==> config.mk <==
export PLATFORM = sky130hd
export DESIGN_NAME = signed_int_to_decimal_ascii
export DESIGN_NICKNAME = d
export VERILOG_FILES = /design/src/hdl/sida_pkg.sv /design/src/hdl/signed_int_to_decimal_ascii.sv
export VERILOG_INCLUDE_DIRS = /design/src /design/src/hdl
export SDC_FILE = /design/constraint.sdc
export NUM_CORES = 1
export LEC_CHECK = 0
export ABC_CLOCK_PERIOD_IN_PS = 3640
export BUFFER_PORTS_ARGS = -buffer_cell sky130_fd_sc_hd__buf_2
export CAP_MARGIN = 25
export CORE_ASPECT_RATIO = 2
export CORE_MARGIN = 8
export CORE_UTILIZATION = 45
export DETAILED_ROUTE_END_ITERATION = 7
export SLEW_MARGIN = 20
export SYNTH_ARGS = -nofsm -noshare
export SYNTH_HDL_FRONTEND = slang
export SYNTH_SLANG_ARGS = --single-unit
==> constraint.sdc <==
create_clock -name clk -period 3.64 [get_ports clk]
set_input_delay 0.364 -clock clk [delete_from_list [all_inputs] [get_ports clk]]
set_output_delay 0.364 -clock clk [all_outputs]
set_load 0.05 [all_outputs]
==> src/hdl/signed_int_to_decimal_ascii_defines.svh <==
// ----------------------------------------------------------------------------
// Assertion macros for the decimal text converter
// Clocked property checks used at the end of the top level.
// ----------------------------------------------------------------------------
`ifndef SIGNED_INT_TO_DECIMAL_ASCII_DEFINES_SVH
`define SIGNED_INT_TO_DECIMAL_ASCII_DEFINES_SVH

// check outside reset
`define SIDA_ASSERT(lbl, prop, msg) \
	lbl: assert property (@(posedge clk) disable iff (!arst_n) prop) else $error(msg);

// check that also holds while reset is asserted
`define SIDA_ASSERT_RST(lbl, prop, msg) \
	lbl: assert property (@(posedge clk) prop) else $error(msg);

`endif

==> src/hdl/sida_pkg.sv <==
// ----------------------------------------------------------------------------
// sida_pkg
// Types and constants for the signed integer to decimal text converter.
// ----------------------------------------------------------------------------
`default_nettype none

package sida_pkg;

	localparam int BIN_W      = 32;             // input magnitude width
	localparam int BCD_DIGITS = 10;             // decimal digits of a 32-bit magnitude
	localparam int BCD_W      = 4 * BCD_DIGITS; // packed BCD width
	localparam int CNT_W      = 4;              // holds 0..BCD_DIGITS
	localparam int STEP_W     = 5;              // indexes BIN_W shift steps
	localparam int CHAR_W     = 6;              // ASCII code field width
	localparam int TDATA_OUT_W = 8;             // char_code padded to a byte

	localparam logic [CHAR_W-1:0] ASCII_ZERO  = 6'd48;
	localparam logic [CHAR_W-1:0] ASCII_MINUS = 6'd45;

	typedef enum logic [2:0] {
		ST_IDLE,  // waiting for a value
		ST_CONV,  // double-dabble shift steps
		ST_SKIP,  // drop leading zero digits
		ST_SIGN,  // emit minus sign
		ST_EMIT   // emit digits, most significant first
	} state_t;

endpackage

`default_nettype wire

==> src/hdl/signed_int_to_decimal_ascii.sv <==
// Sequence: 32 shift/add-3 steps, then leading zero digits are dropped, then the minus sign
// (for negatives) and the digits go out one beat per character, most significant first.
// Flow: one value at a time; a new value is accepted only once its last character is loaded;
// the single shift/add-3 unit is reused over 32 steps, and output is one beat per cycle while m_axis_tready allows.
// Reset: arst_n clears the sequencer and the output valid; datapath registers are not reset.
`default_nettype none
`include "signed_int_to_decimal_ascii_defines.svh"

// ----------------------------------------------------------------------------
// signed_int_to_decimal_ascii
// Converts a signed 32-bit value to ASCII decimal text, one character per beat.
// ----------------------------------------------------------------------------
module signed_int_to_decimal_ascii (
	input  wire logic                             clk,
	input  wire logic                             arst_n,
	// input stream
	input  wire logic                             s_axis_tvalid,
	output logic                                  s_axis_tready,
	input  wire logic [sida_pkg::BIN_W-1:0]       s_axis_tdata,  // [31:0] value
	// output stream
	output logic                                  m_axis_tvalid,
	input  wire logic                             m_axis_tready,
	output logic [sida_pkg::TDATA_OUT_W-1:0]      m_axis_tdata,  // [5:0] char_code, [7:6] zero
	output logic                                  m_axis_tlast   // last_char
);
	import sida_pkg::*;

	// sequencer
	state_t state_q, state_d;

	// datapath registers
	logic [BIN_W-1:0]  bin_q;    // magnitude, shifted out MSB first
	logic [BCD_W-1:0]  bcd_q;    // BCD accumulator; top digit is the next to emit
	logic [STEP_W-1:0] step_q;   // shift step index
	logic [CNT_W-1:0]  cnt_q;    // digits still to emit
	logic              neg_q;

	// output register
	logic              out_valid_q;
	logic [CHAR_W-1:0] out_char_q;
	logic              out_last_q;

	// control from the output decode
	logic              accept;
	logic              conv_step;
	logic              skip_shift;
	logic              dig_shift;
	logic              out_load;
	logic [CHAR_W-1:0] out_char;
	logic              out_last;

	logic              out_free;
	logic [3:0]        top_digit;
	logic              last_step;
	logic [BCD_W-1:0]  bcd_adj;
	logic [BIN_W-1:0]  magnitude;

	assign out_free  = !out_valid_q || m_axis_tready;
	assign top_digit = bcd_q[BCD_W-1 -: 4];
	assign last_step = (step_q == STEP_W'(BIN_W - 1));

	// two's complement negate; the most negative value maps onto itself as unsigned
	assign magnitude = s_axis_tdata[BIN_W-1] ? (BIN_W'(0) - s_axis_tdata) : s_axis_tdata;

	// shared add-3 unit: every BCD digit of 5 or more gets 3 added before the shift
	always_comb begin
		for (int d = 0; d < BCD_DIGITS; d++) begin
			bcd_adj[4*d +: 4] = (bcd_q[4*d +: 4] >= 4'd5) ? (bcd_q[4*d +: 4] + 4'd3)
			                                               : bcd_q[4*d +: 4];
		end
	end

	// next state
	always_comb begin
		state_d = state_q;
		unique case (state_q)
			ST_IDLE: begin
				if (s_axis_tvalid) state_d = ST_CONV;
			end
			ST_CONV: begin
				if (last_step) state_d = ST_SKIP;
			end
			ST_SKIP: begin
				if (!((top_digit == 4'd0) && (cnt_q > CNT_W'(1)))) begin
					state_d = neg_q ? ST_SIGN : ST_EMIT;
				end
			end
			ST_SIGN: begin
				if (out_free) state_d = ST_EMIT;
			end
			ST_EMIT: begin
				if (out_free && (cnt_q == CNT_W'(1))) state_d = ST_IDLE;
			end
			default: state_d = ST_IDLE;
		endcase
	end

	// outputs of the sequencer
	always_comb begin
		s_axis_tready = 1'b0;
		accept        = 1'b0;
		conv_step     = 1'b0;
		skip_shift    = 1'b0;
		dig_shift     = 1'b0;
		out_load      = 1'b0;
		out_char      = ASCII_ZERO;
		out_last      = 1'b0;
		unique case (state_q)
			ST_IDLE: begin
				s_axis_tready = 1'b1;
				accept        = s_axis_tvalid;
			end
			ST_CONV: begin
				conv_step = 1'b1;
			end
			ST_SKIP: begin
				skip_shift = (top_digit == 4'd0) && (cnt_q > CNT_W'(1));
			end
			ST_SIGN: begin
				out_load = out_free;
				out_char = ASCII_MINUS;
			end
			ST_EMIT: begin
				out_load  = out_free;
				dig_shift = out_free;
				out_char  = ASCII_ZERO + {2'b00, top_digit};
				out_last  = (cnt_q == CNT_W'(1));
			end
			default: begin
				s_axis_tready = 1'b0;
			end
		endcase
	end

	// control registers
	always_ff @(posedge clk or negedge arst_n) begin
		if (!arst_n) begin
			state_q     <= ST_IDLE;
			out_valid_q <= 1'b0;
		end else begin
			state_q <= state_d;
			if (out_load) begin
				out_valid_q <= 1'b1;
			end else if (m_axis_tready) begin
				out_valid_q <= 1'b0;
			end
		end
	end

	// datapath registers
	always_ff @(posedge clk) begin
		if (accept) begin
			bin_q  <= magnitude;
			bcd_q  <= '0;
			step_q <= '0;
			cnt_q  <= CNT_W'(BCD_DIGITS);
			neg_q  <= s_axis_tdata[BIN_W-1];
		end else if (conv_step) begin
			bcd_q  <= {bcd_adj[BCD_W-2:0], bin_q[BIN_W-1]};
			bin_q  <= {bin_q[BIN_W-2:0], 1'b0};
			step_q <= step_q + STEP_W'(1);
		end else if (skip_shift || dig_shift) begin
			bcd_q <= {bcd_q[BCD_W-5:0], 4'd0};
			cnt_q <= cnt_q - CNT_W'(1);
		end
		if (out_load) begin
			out_char_q <= out_char;
			out_last_q <= out_last;
		end
	end

	assign m_axis_tvalid = out_valid_q;
	assign m_axis_tdata  = {2'b00, out_char_q};
	assign m_axis_tlast  = out_last_q;

	// checks
	`SIDA_ASSERT(a_one_at_a_time, (s_axis_tvalid && s_axis_tready) |=> !s_axis_tready,
		"second value accepted while converting")
	`SIDA_ASSERT(a_char_range, m_axis_tvalid |-> ((m_axis_tdata == 8'd45) ||
		((m_axis_tdata >= 8'd48) && (m_axis_tdata <= 8'd57))), "bad character code")
	`SIDA_ASSERT(a_emit_count, (state_q == ST_EMIT) |-> (cnt_q != '0),
		"digit count ran out while emitting")
	// valid is only known to be clear once a reset edge has been seen
	`SIDA_ASSERT_RST(a_reset_quiet, !arst_n |=> !m_axis_tvalid, "output valid during reset")

endmodule

`default_nettype wire
Yosys cells after proc, flatten, opt, wreduce, memory -nomap -nowiden:

Index checks and enable logic that the tools add are counted.

* flip-flop bits (word level): 93
* input port bits: 36
* output and inout bits: 11
* logic and storage cells: 90

* add/subtract/negate cells: 14
* order comparisons: 11
* equality and inequality tests: 11
* mux-type cells: 31
* bitwise logic cells: 1
* reductions and logical operators: 13

Operators with widths (count)
* 2-to-1 mux 32 bit: 3
* 2-to-1 mux 40 bit: 2
* >= comparator 4 x 3 -> 1 bit (second input constant): 10
* adder 4 x 2 -> 4 bit (second input constant): 9
* 2-to-1 mux 4 bit: 9
* subtractor 1 x 32 -> 32 bit (first input constant): 1
* 2-to-1 mux 3 bit: 7
* case mux 3 bit (5 select lines): 1
* case mux 6 bit (2 select lines): 1
* inequality test 2 bit (second input constant): 5
* 2-to-1 mux 1 bit: 8
* adder 5 x 5 -> 6 bit (first input constant): 1
* == test 3 x 2 -> 1 bit (second input constant): 2
* nonzero test 2 bit: 3
* adder 5 x 1 -> 5 bit (second input constant): 1
* == test 5 bit (second input constant): 1
* AND reduction 5 bit: 1
* == test 4 x 1 -> 1 bit (second input constant): 1
* greater-than comparator 4 x 1 -> 1 bit (second input constant): 1
* logical NOT 4 bit: 1
* subtractor 4 x 1 -> 4 bit (second input constant): 1
* adder 3 x 2 -> 3 bit (second input constant): 1
* == test 3 x 1 -> 1 bit (second input constant): 1
* == test 3 bit (second input constant): 1
* other kinds (7): 9

Logic depth before layout (Yosys ltp):

* depth in word-level cells: 6
* gate-level depth with buffers: 9
* gate-level depth less buffers: 7

Least setup slack after synthesis:

OpenSTA, ideal clock, no wires.

* kind: reg-to-reg
* start: reg state_q[0]
* end: reg bin_q[0] (enable)
* setup time: 389 ps
* arrival: 3035 ps
* required time: 3251 ps
* slack: 216 ps
* cell stages (with the launch flop): 7
* path buffers: 3
* clock period less this slack: 3424 ps
* cell sequence: dfrtp_1 -> clkbuf_1 -> nor3_1 -> nand2_1 -> buf_6 -> clkbuf_8 -> nand2_1

* cells in the longest elaborated chain, start to end: 3
* elaborated cells between the ends (all ways): 5
* classes of those cells: 1 x eq/ne; 2 x mux; 2 x reduce/logical

Ends and longest elaborated chain
* start, declared: line signed_int_to_decimal_ascii.sv:29 `state_t state_q, state_d;`
* start signal, assigned: line signed_int_to_decimal_ascii.sv:141 `state_q <= state_d;`
* == test 3 x 1 -> 1 bit or logical NOT 3 bit (tied branches): line signed_int_to_decimal_ascii.sv:108 `unique case (state_q)`
* 2-to-1 mux 1 bit: line signed_int_to_decimal_ascii.sv:108
* nonzero test 2 bit (no line) (*)
* end signal, assigned: line signed_int_to_decimal_ascii.sv:153 `bin_q <= magnitude;`
* end signal, assigned: line signed_int_to_decimal_ascii.sv:160 `bin_q <= {bin_q[BIN_W-2:0], 1'b0};`
* end, declared: line signed_int_to_decimal_ascii.sv:32 `logic [BIN_W-1:0] bin_q;`

Mark *: on every way between the ends. The rest lies on a longest branch, timed or not.
A chain may end at the register's enable or synchronous reset.

Final worst setup path:

* start: reg state_q[2]
* end: reg bcd_q[24]

* cells in the longest elaborated chain, start to end: 4
* elaborated cells between the ends (all ways): 11
* classes of those cells: 3 x eq/ne; 5 x mux; 3 x reduce/logical

Ends and longest elaborated chain
* == test 3 x 2 -> 1 bit or == test 3 bit (tied branches): line signed_int_to_decimal_ascii.sv:108
* 2-to-1 mux 1 bit: line signed_int_to_decimal_ascii.sv:108
* logical OR 1 bit: line signed_int_to_decimal_ascii.sv:162 `end else if (skip_shift || dig_shift) begin`
* nonzero test 2 bit (no line)
* end signal, assigned: line signed_int_to_decimal_ascii.sv:159 `bcd_q <= {bcd_adj[BCD_W-2:0], bin_q[BIN_W-1]};`
* end signal, assigned: line signed_int_to_decimal_ascii.sv:163 `bcd_q <= {bcd_q[BCD_W-5:0], 4'd0};`
* end, declared: line signed_int_to_decimal_ascii.sv:33 `logic [BCD_W-1:0] bcd_q;`

Parallel ways exist; a longest one is shown, timed or not.

==> results.cfg <==
[grt]
antenna_found_initial = 0
grt_pass1_wl_um = 21300
grt_overflow = 0
grt_max_degree = 44
first_global_vias = 4781
track_usage_pct = 15.8

[clocking]
cts_tree = built
htree_levels = 3
cts-root-buf = clkbuf_16
cts_buffers = 9
clk_latency_ps = 340
cts_buffer_depth = 2
cts_resized = 0
clk_pin_slew_worst_paths_ps = 70
cts_sinks = 92

[cells_and_area]
design_area_um2 = 6120
area_delta_synth_final_pct = 10.6
n_fill_cell = 1152
regArea_um2 = 2250
utilization_pct = 50.8
multi_input_area_um2 = 3000
layout.cells.non_filler = 819
drive_gt1_share_pct = 11.6
finalNetCount = 729
antenna_cells = 0

[logic_synthesis]
netlist_top_cells_count = nand2_1, o21ai_0, dfxtp_1
postSynth.asyncResetShare_pct = 4.35
yosysTopAreaCell = edfxtp_1
synth-edff-count = 39
avgSynthCellArea_um2 = 8.70
syn_inst = 636
synth-seq-cells = 92
synth_most_common_cell = nand2_1
yosysTopAreaCellShare_pct = 21.2
seq_area_frac_synth_pct = 40.7
synth_flop_cell = dfxtp_1
yosys_warnings = 0
synthTopCellsByArea = edfxtp_1, dfxtp_1, nand2_1, ha_1, o21ai_0
synth.distinct_cells = 55
netlist_area_um2 = 5530

[worst_setup_path]
critPathRequiredTime_ps = 3880
criticalPathCategory = reg -> reg
startpoint_type = register
cp_max_fo = 43
cp.arrival_ps = 2530
end_kind = register

[floorplanning]
rows = 57
initial_core_util_pct = 45.9
die_area_um2 = 16300
core_um2 = 12100
fp.dieW_um = 94.4
num_io_pins = 47
die_h_um = 173

[sta]
rsz0062_at_grt = no
worst_pin_slew_ps = 771
setup_viol = 0
finalHoldViolCount = 0
min_period_over_period_pct = 62.7
skew_ps = 8.59
relSlewSlack_pct = 48.3
max_freq_mhz = 438
fin_crit_ps = 2280
maxSlewViolCount = 0
tns_ps = 0

[power]
seqPwrFrac_pct = 39.7
p_switching_mw = 2.07
irDropWorstVdd_mv = 0.324
leakagePower_nw = 2.43
switching_share_pct = 42.1
comb_power_share_pct = 42.9
intPower_mw = 2.85
powerDensity_nw_per_um2 = 805
clock_power_share_pct = 17.4

[placement]
dpl_cell_area_um2 = 5840
gp_congestion = 0.833
dp_hpwl_um = 9130
place_inst = 802
io_buffers = 43

[detailed_routing]
drc_errors = 0
ant_nets = 0
wl_per_cell_um = 15.0
via_per_inst = 5.58
vias = 4571
firstDrtPassIters = 4
drt_iter0_drc = 236
wl_um = 12300

[status]
status = finished clean

[run]
drv_cap = 0

[worst_hold_path]
hold_class = in -> async
==> path summary, 6_finish.rpt <==
kind | start | cells past startpoint | slack, ps | endpoint
max | state_q[2] | 6 | 1360 | bcd_q[24]
min in group clk | m_axis_tready | 3 | 380 | m_axis_tvalid
min | arst_n | 2 | 360 | m_axis_tvalid
max reg2reg | state_q[2] | 6 | 1360 | bcd_q[24]
max in group asynchronous | arst_n | 2 | 3170 | state_q[1]
min reg2reg | step_q[4] | 2 | 470 | step_q[4]
==> state kept, by name, indices dropped and copies added, names as in the netlist <==
register / flops
bcd_q: 40
bin_q: 32
out_char_q: 5
step_q: 5
cnt_q: 4
state_q: 3
m_axis_tlast: 1
m_axis_tvalid: 1
neg_q: 1
==> metrics by stage <==
stage | power (mW) | hold WS (ps) | setup slack (ps)
5_1_grt | 5.35 | 366 | 1140
4_1_cts | 4.98 | 354 | 1390
3_3_place_gp | 4.03 | 170 | 1220
6_report | 4.93 | 358 | 1360
3_5_place_dp | 4.12 | 172 | 1190
2_1_floorplan | 3.57 | 68.4 | 216
==> repair_timing <==
action,in CTS,in global routing
buffers inserted,0,0
hold endpoints to repair,4,0
hold buffers,1,0
endpoints found under the setup margin,0,0
==> placed cells by master, fill, tap and decap left out, types with 6 or more instances in the layout <==
cell type / instances
nand2_1: 122
o21ai_0: 52
dfxtp_1: 49
buf_2: 43
edfxtp_1: 39
nor2_1: 36
a21oi_1: 32
xor2_1: 27
inv_1: 27
ha_1: 26
nand2b_1: 20
a22oi_1: 19
xnor2_1: 17
a21o_1: 10
o21ai_1: 10
buf_4: 10
mux2i_1: 9
o211ai_1: 9
a32oi_1: 9
a221oi_1: 9
clkbuf_16: 9
nor3_1: 8
nand3_1: 6
or3_1: 6
o31ai_1: 6
==> cell type report <==
cell class	count	area share, %
repair buffers	54	4.91
clock buffers	10	3.74
clock inverters	6	0.695
flip-flops and latches	92	36.8
well taps	147	3.01
multi-input cells	482	49.1
inverters	28	1.72
==> routing by layer <==
metal | track usage [%] | share of wire, %
met1 | 16.0 | 39
met3 | 2.91 | 2.6
met5 | 0 | 0
met2 | 30.4 | 57
met4 | 4.66 | 1.2
==> critical path: stages (launching register included) <==
cell and delay (ps):
dfrtp_1 500, nor3b_1 550, nor2b_1 270, or2_1 130, buf_4 390, a22oi_1 180
a21oi_1 160
==> power groups by stage <==
| stage | clock network [mW] | logic [mW] | registers (mW) |
|---|---|---|---|
| floorplan | 0 | 1.64 | 1.92 |
| global placement | 0 | 2.07 | 1.96 |
| detailed placement | 0 | 2.14 | 1.98 |
| CTS | 0.877 | 2.14 | 1.96 |
| global route | 0.929 | 2.40 | 2.02 |
| finish | 0.858 | 2.11 | 1.96 |
==> kinds of logic (layout without fill, tap and decap cells) <==
logic type	Yosys count	in the layout	share of synthesized area, %
multiplexers	9	9	1.63
buffers and inverters	63	98	5.25
AND/OR/NAND/NOR	230	230	19.5
other	2	3	0.136
AO/OA/AOI/OAI	170	170	19.9
adder cells (fa/ha/maj)	26	26	5.88
XOR/XNOR	44	44	6.97
flip-flops	92	92	40.7
Note: power is estimated with default switching activity, not from simulation.
